`src/hw/rtl/mesh_face_match_engine_macros.svh`:
```
// Assertion macros for the face match engine.
`ifndef MESH_FACE_MATCH_ENGINE_MACROS_SVH
`define MESH_FACE_MATCH_ENGINE_MACROS_SVH
`ifndef SYNTHESIS
`define MFM_ASSERT_IMP(label, clk, rst, ante, cons) \
   label: assert property (@(posedge clk) disable iff (rst) (ante) |-> (cons)) \
      else $error("assertion failed");
`define MFM_ASSERT_NXT(label, clk, rst, ante, cons) \
   label: assert property (@(posedge clk) disable iff (rst) (ante) |=> (cons)) \
      else $error("assertion failed");
`else
`define MFM_ASSERT_IMP(label, clk, rst, ante, cons)
`define MFM_ASSERT_NXT(label, clk, rst, ante, cons)
`endif
`endif

```
`src/hw/rtl/mfm_pkg.sv`:
```
`default_nettype none
package mfm_pkg;
   localparam int MAX_FACES = 4096;
   localparam int NV        = 4;
   localparam int VERT_W    = 32;
   localparam int SLOT_W    = 12;
   localparam int CNT_W     = 13;
   localparam int W_W       = 14;
   localparam int SUM_W     = 15;
   localparam int K_W       = 3;
   localparam int ELT_W     = 32;
   localparam int FACE_W    = 3;
   localparam int KEY_W     = NV * VERT_W;

   // req_func codes
   localparam logic FUNC_LOAD = 1'b0;
   localparam logic FUNC_READ = 1'b1;

   typedef logic [KEY_W-1:0] key_type;

   typedef enum logic [3:0] {
      ST_IDLE, ST_INIT, ST_M_CHK, ST_M_ORD, ST_M_VTX, ST_M_CMP,
      ST_S_CHK, ST_S_ORD, ST_S_VTX, ST_S_CMP, ST_S_WRB
   } state_type;

   typedef struct packed {
      logic load;
      logic read;
      logic sort_start;
      logic init_step;
      logic first_run;
      logic next_run;
      logic pass_end;
      logic flip;
      logic m_ord;
      logic m_vtx;
      logic m_cmp;
      logic scan_start;
      logic s_ord;
      logic s_vtx;
      logic s_cmp;
      logic s_wrb;
   } dp_cmd_type;

   typedef struct packed {
      logic init_left;
      logic n_gt1;
      logic run_left;
      logic more_runs;
      logic more_passes;
      logic scan_left;
      logic pair_eq;
   } dp_status_type;

   function automatic logic [K_W-1:0] clamp_k(input logic [K_W-1:0] v);
      logic [K_W-1:0] r;
      r = v;
      if (v < K_W'(2)) r = K_W'(2);
      if (v > K_W'(NV)) r = K_W'(NV);
      return r;
   endfunction

   // sort the first k lanes ascending, rest untouched
   function automatic key_type sort_key(input key_type v, input logic [K_W-1:0] k);
      logic [VERT_W-1:0] x [NV];
      logic [VERT_W-1:0] t;
      key_type r;
      for (int i = 0; i < NV; i++) x[i] = v[i*VERT_W +: VERT_W];
      if (k == K_W'(4)) begin
         if (x[0] > x[1]) begin t = x[0]; x[0] = x[1]; x[1] = t; end
         if (x[2] > x[3]) begin t = x[2]; x[2] = x[3]; x[3] = t; end
         if (x[0] > x[2]) begin t = x[0]; x[0] = x[2]; x[2] = t; end
         if (x[1] > x[3]) begin t = x[1]; x[1] = x[3]; x[3] = t; end
         if (x[1] > x[2]) begin t = x[1]; x[1] = x[2]; x[2] = t; end
      end else if (k == K_W'(3)) begin
         if (x[0] > x[1]) begin t = x[0]; x[0] = x[1]; x[1] = t; end
         if (x[1] > x[2]) begin t = x[1]; x[1] = x[2]; x[2] = t; end
         if (x[0] > x[1]) begin t = x[0]; x[0] = x[1]; x[1] = t; end
      end else begin
         if (x[0] > x[1]) begin t = x[0]; x[0] = x[1]; x[1] = t; end
      end
      for (int i = 0; i < NV; i++) r[i*VERT_W +: VERT_W] = x[i];
      return r;
   endfunction

   function automatic logic tuple_after(input key_type a, input key_type b,
                                        input logic [K_W-1:0] k);
      logic gt;
      logic done;
      gt = 1'b0;
      done = 1'b0;
      for (int j = 0; j < NV; j++) begin
         if (j < int'(k) && !done && a[j*VERT_W +: VERT_W] != b[j*VERT_W +: VERT_W]) begin
            gt = a[j*VERT_W +: VERT_W] > b[j*VERT_W +: VERT_W];
            done = 1'b1;
         end
      end
      return gt;
   endfunction

   function automatic logic tuple_eq(input key_type a, input key_type b,
                                     input logic [K_W-1:0] k);
      logic eq;
      eq = 1'b1;
      for (int j = 0; j < NV; j++) begin
         if (j < int'(k) && a[j*VERT_W +: VERT_W] != b[j*VERT_W +: VERT_W]) eq = 1'b0;
      end
      return eq;
   endfunction
endpackage
`default_nettype wire

```
`src/hw/rtl/mfm_ctrl.sv`:
```
`default_nettype none
module mfm_ctrl
   import mfm_pkg::*;
(
   input  wire logic          clock,
   input  wire logic          reset,
   input  wire logic          start,
   input  wire logic          req_func,
   input  wire logic          req_last_face,
   input  wire dp_status_type status,
   output logic               busy,
   output dp_cmd_type         cmd
);
   state_type state_ff, state_in;

   always_ff @(posedge clock) begin
      if (reset) state_ff <= ST_IDLE;
      else state_ff <= state_in;
   end

   always_comb begin
      state_in = state_ff;
      case (state_ff)
         ST_IDLE: begin
            if (start && req_func == FUNC_LOAD && req_last_face) state_in = ST_INIT;
         end
         ST_INIT: begin
            if (!status.init_left) state_in = status.n_gt1 ? ST_M_CHK : ST_S_CHK;
         end
         ST_M_CHK: begin
            if (status.run_left) state_in = ST_M_ORD;
            else if (!status.more_runs && !status.more_passes) state_in = ST_S_CHK;
         end
         ST_M_ORD: state_in = ST_M_VTX;
         ST_M_VTX: state_in = ST_M_CMP;
         ST_M_CMP: state_in = ST_M_CHK;
         ST_S_CHK: state_in = status.scan_left ? ST_S_ORD : ST_IDLE;
         ST_S_ORD: state_in = ST_S_VTX;
         ST_S_VTX: state_in = ST_S_CMP;
         ST_S_CMP: state_in = status.pair_eq ? ST_S_WRB : ST_S_CHK;
         ST_S_WRB: state_in = ST_S_CHK;
         default:  state_in = ST_IDLE;
      endcase
   end

   always_comb begin
      cmd  = '0;
      busy = (state_ff != ST_IDLE);
      case (state_ff)
         ST_IDLE: begin
            cmd.load       = start && req_func == FUNC_LOAD;
            cmd.read       = start && req_func == FUNC_READ;
            cmd.sort_start = start && req_func == FUNC_LOAD && req_last_face;
         end
         ST_INIT: begin
            if (status.init_left) cmd.init_step = 1'b1;
            else if (status.n_gt1) cmd.first_run = 1'b1;
            else cmd.scan_start = 1'b1;
         end
         ST_M_CHK: begin
            if (!status.run_left) begin
               if (status.more_runs) cmd.next_run = 1'b1;
               else if (status.more_passes) begin
                  cmd.pass_end = 1'b1;
                  cmd.flip     = 1'b1;
               end else begin
                  cmd.scan_start = 1'b1;
                  cmd.flip       = 1'b1;
               end
            end
         end
         ST_M_ORD: cmd.m_ord = 1'b1;
         ST_M_VTX: cmd.m_vtx = 1'b1;
         ST_M_CMP: cmd.m_cmp = 1'b1;
         ST_S_CHK: cmd = '0;
         ST_S_ORD: cmd.s_ord = 1'b1;
         ST_S_VTX: cmd.s_vtx = 1'b1;
         ST_S_CMP: cmd.s_cmp = 1'b1;
         ST_S_WRB: cmd.s_wrb = 1'b1;
         default:  cmd = '0;
      endcase
   end
endmodule
`default_nettype wire

```
`config.mk`:
```
export PLATFORM = sky130hd
export DESIGN_NAME = mfm_ctrl
export DESIGN_NICKNAME = d
export VERILOG_FILES = /design/src/hw/rtl/mesh_face_match_engine_macros.svh /design/src/hw/rtl/mfm_pkg.sv /design/src/hw/rtl/mfm_ctrl.sv
export SDC_FILE = /design/constraint.sdc
export NUM_CORES = 1
export LEC_CHECK = 0
export BUFFER_PORTS_ARGS = -buffer_cell sky130_fd_sc_hd__buf_2
export CORE_UTILIZATION = 40
export CTS_CLUSTER_SIZE = 14
export DETAILED_ROUTE_END_ITERATION = 10
export PLACE_DENSITY_LB_ADDON = 0.12
export SKIP_LAST_GASP = 1
export SYNTH_ARGS = -nofsm -noshare
export SYNTH_HDL_FRONTEND = slang
export SYNTH_SLANG_ARGS = --single-unit
```
`constraint.sdc`:
```
create_clock -name clock -period 3.32 [get_ports clock]
set_clock_uncertainty 0.2 [all_clocks]
set_input_delay 0.166 -clock clock [delete_from_list [all_inputs] [get_ports clock]]
set_output_delay 0.166 -clock clock [all_outputs]
set_load 0.1 [all_outputs]
```
# Word level (Yosys, flattened, before mapping)
# Cells that the tools add are included.
# classes
n_reduce_logical	9
eq_ne	13
n_mux	31
bitwise_logic	1
# ops
cell	count
$pmux W4 S11	1
$mux W4	5
$mux W1	17
$eq A4 B3 Y1 const B	4
$mux W3	5
$eq A4 B4 Y1 const B	3
$eq A4 B2 Y1 const B	2
$eq A4 B1 Y1 const B	1
$logic_and A1 B1 Y1	4
$logic_not A4 Y1	1
$mux W2	2
$ne A2 B2 Y1 const B	2
$reduce_bool A4 Y1	1
$ne A3 B3 Y1 const B	1
$reduce_and A3 Y1	1
$logic_not A1 Y1	2
$pmux W1 S2	1
$not A1 Y1	1
# word_totals
register_bits	4
in_bits	12
elab_cells	55
out_inout_bits	17

# Depth between registers and ports, before layout
# logic_depth
depth_word	5
mapped_depth	6
depth_no_buf	5

# Worst setup path after synthesis
# Ideal clock, no wire load.
# synth_path
kind	reg2out
start	reg state_ff[1]
end	out cmd[4] (netlist name)
arrival_ps	3104
setup_slack_ps	-150
path_buffers	1
required_ps	2954
stages_incl_launch_ff	5
cell_sequence	dfxtp_1 -> clkbuf_1 -> nor2_1 -> nand2_1 -> o32ai_1
# synth_rtl
item	line	source
from (decl)	mfm_ctrl.sv:14	state_type state_ff, state_in;
from (signal assigned)	mfm_ctrl.sv:18	else state_ff <= state_in;
to (decl)	mfm_ctrl.sv:12	output dp_cmd_type cmd

==> impl_metrics.csv <==
group,metric,value,unit
synthesis,synthesis.nets,88,
setup_path,crit_start,"state_ff[1]$_SDFFE_PP0P_",
synthesis,synth_top_cell_by_area,"dfxtp_1",
grt,antenna_found_initial,0,
clock_tree,ctsResizeCount,0,
detailed_routing,drc,0,
setup_path,crit_path_end,"cmd[4]",
setup_path,crit_fanout,13,
timing,fin_crit_sh,72.94,%
clock_tree,cts_made_buffers,3,
clock_tree,cts_sinks,4,
detailed_routing,drtIter0Drc,21,
timing,tns,0,ns
synthesis,syn_inst,76,
setup_path,worstReg2RegEnd,"state_ff[0]$_SDFFE_PP0P_",
synthesis,synth_area,519.2,um2
setup_path,critPathArrivalTime,2.06,ns
timing,grt_setup_unrepaired,"no",
timing,slew_headroom,58.12,%
timing,slew_viol_final,0,
detailed_routing,num_vias,644,
timing,setup_viol,0,
cells_and_area,fin_area,680.7,um2
synthesis,synth.most_common_cell,"nor2_1",
synthesis,synth_edf_count,0,
setup_path,worst-path-stages,5,
floorplan,initial_core_util,44.91,%
cells_and_area,fin_util,58.87,%
synthesis,synthTopCellsByArea,"dfxtp_1 (15%), nand2b_1 (7.2%), nor2_1 (7.2%)",
grt,grt-ovfl-total,0,
synthesis,async_flop_share,0,%
synthesis,ys_ff_latch,4,
setup_path,critPathKind,"flop to output port",
setup_path,worstPathCellList,"nor4b_2, nor2b_1, nand2b_1, o32ai_2, buf_2",
cells_and_area,final_nets,116,
power_and_ir_drop,power.density,419.6,mW/mm2
clock_tree,clk_path_buf_depth,2,
clock_tree,htree_levels,1,
clock_tree,clkTransAtPathRegs,0.04,ns
place,dp_hpwl,1.010,mm
run,max-cap-violations,0,
setup_path,cp.required,2.95,ns
floorplan,io_pins,29,
floorplan,die_y,38.03,um
setup_path,slowest_stage,"dfxtp_1",
synthesis,synth_top_cell_area_share,15.42,%
setup_path,cp-start-kind,"flop",
setup_path,crit_path_end_kind,"output port",
timing,tightest_slew,0.6273,ns
cells_and_area,top_register,"state_ff",
clock_tree,ctsHoldBuffers,1,
grt,grt_max_degree,20,
clock_tree,post-cts-setup-buffer-count,0,
grt,grt_pass1_wl,2.249,mm
setup_path,slowest_delay,0.55,ns
setup_path,reg2reg_slack,1.43,ns
setup_path,path_buf_inv,1,
place,gp_congestion,0.7411,
floorplan,core_area,0.001156,mm2
detailed_routing,dr.pass1.iters,4,
clock_tree,clk_latency,0.24,ns
floorplan,placementRows,12,
run_status,outcome,"finished clean",
power_and_ir_drop,irDropWorstVdd,319.0,uV
timing,min_period,2.421,ns
timing,max_freq,413.0,MHz
setup_path,worstReg2RegStart,"state_ff[3]$_SDFFE_PP0P_",
detailed_routing,wl,1.404,mm
synthesis,yosys.cell_types.count,33,
power_and_ir_drop,leakage,0.3420,nW
synthesis,ys_seq_area_share,15.42,%
detailed_routing,final_antenna_net_count,0,
clock_tree,cts_tree,"built",
floorplan,dieArea,0.001446,mm2
clock_tree,root_buffer,"clkbuf_4",
place,detailed_place.area,648.1,um2
detailed_routing,post_drt_wl_per_cell,12.10,um
setup_path,cp_top_family,"simple AND/OR/NAND/NOR gates",
cells_and_area,syn2layout_area_growth,31.08,%
synthesis,yosysWarnings,0,
synthesis,netlist_top_cells_count,"nor2_1 (10), nand2_1 (9), a21oi_1 (6), nand2b_1 (6), dfxtp_1 (4)",
synthesis,post_synth.cell_area_avg,6.832,um2
detailed_routing,routed_via_density,5.552,
cells_and_area,antenna_cells,0,
cells_and_area,drive_gt1_share,37.25,%
worst_hold_path,holdPathStages,4,
floorplan,die_x,38.03,um
timing,holdWs,0.08641,ns
worst_hold_path,hold_class,"primary input to flop",
timing,hold_violations,0,
setup_path,r2r_cells,4,
synthesis,ys.flop_type,"dfxtp_1",
place,numPortBuffers,28,
cells_and_area,reg_top3,"state_ff: 4 flops",
grt,grt_pass1_vias,530,
cells_and_area,largest_reg_flops,4,
cells_and_area,fillers,135,
grt,track_usage,22.29,%
## layout by cell type, fill, tap and decap left out
cell type      Yosys  routed
o2111ai_1          1       1
and3b_1            1       1
and3_1             3       3
buf_2              1      28
and2_1             3       3
nand3b_1           1       1
or3b_1             1       1
dfxtp_1            4       4
nor4b_2            1       1
o32ai_2            0       1
a21oi_1            6       6
nor2_2             0       1
nand2_1            9       9
a31oi_1            1       1
nand4bb_1          1       1
a22o_1             1       1
nand3_1            1       1
nor3_1             2       2
inv_1              3       3
nor2_1            10       9
inv_2              1       1
a221oi_2           1       1
nor4_2             1       1
clkbuf_4           0       3
o311ai_1           1       1
o21ba_2            1       1
nor3b_1            1       1
dlygate4sd3_1      0       1
o21ai_1            1       1
nor2b_1            3       3
o32ai_1            3       2
mux2i_1            1       1
nand2b_1           6       6
o21ai_0            1       1
## metrics by stage
stage | power [mW] | setup slack [ns] | instances
after floorplan | 0.1992 | 0.02207 | 76
after global placement | 0.2213 | 1.222 | 112
after detailed placement | 0.2224 | 1.143 | 112
after CTS | 0.2870 | 0.8836 | 116
after global routing | 0.3009 | 0.7302 | 116
final | 0.2856 | 0.8985 | 116
## report_power, final
part	leakage, nW	total, mW	internal [mW]	switching, mW
registers	0.0324	0.0686	0.0521	0.0165
clock network	0.0138	0.0625	0.0406	0.0219
logic	0.296	0.155	0.0372	0.117
## tightest hold or removal path: stages
cell and delay (ns):
buf_2 0.08, nand2b_1 0.09, a31oi_1 0.08, nor2_1 0.07
## worst min path at each step
stage / slack (ns) / to / startpoint
after global placement: 0.19 / state_ff[3]$_SDFFE_PP0P_ / reset
after CTS: 0.09 / state_ff[0]$_SDFFE_PP0P_ / status[6]
after floorplan: 0.04 / state_ff[3]$_SDFFE_PP0P_ / reset
after global routing: 0.12 / state_ff[3]$_SDFFE_PP0P_ / status[0]
final: 0.09 / state_ff[3]$_SDFFE_PP0P_ / status[0]
after detailed placement: 0.20 / state_ff[3]$_SDFFE_PP0P_ / reset
## routing by layer
layer	GRT usage (%)	share of wire, %	up-vias
met5	0	0	-
met4	2.679	0.28	0
met3	6.977	6.7	2
met2	40.68	51	30
met1	25.62	42	290
li1	-	-	322
## cell type report
class                   instances  area, um2  share of cell area [%]
clock buffers                   3      22.52                   3.309
inverters                       4      15.01                   2.206
multi-input cells              62      395.4                   58.09
flip-flops and latches          4      80.08                   11.76
well taps                      14      17.52                   2.574
repair buffers                 29      150.1                   22.06
## cell families after synthesis
| group | share of synthesized area, % |
|---|---|
| simple gates | 48.44 |
| mux | 1.928 |
| buf+inv | 10.36 |
| compound gates | 23.86 |
| flops | 15.42 |
(Power assumes the default switching activity.)
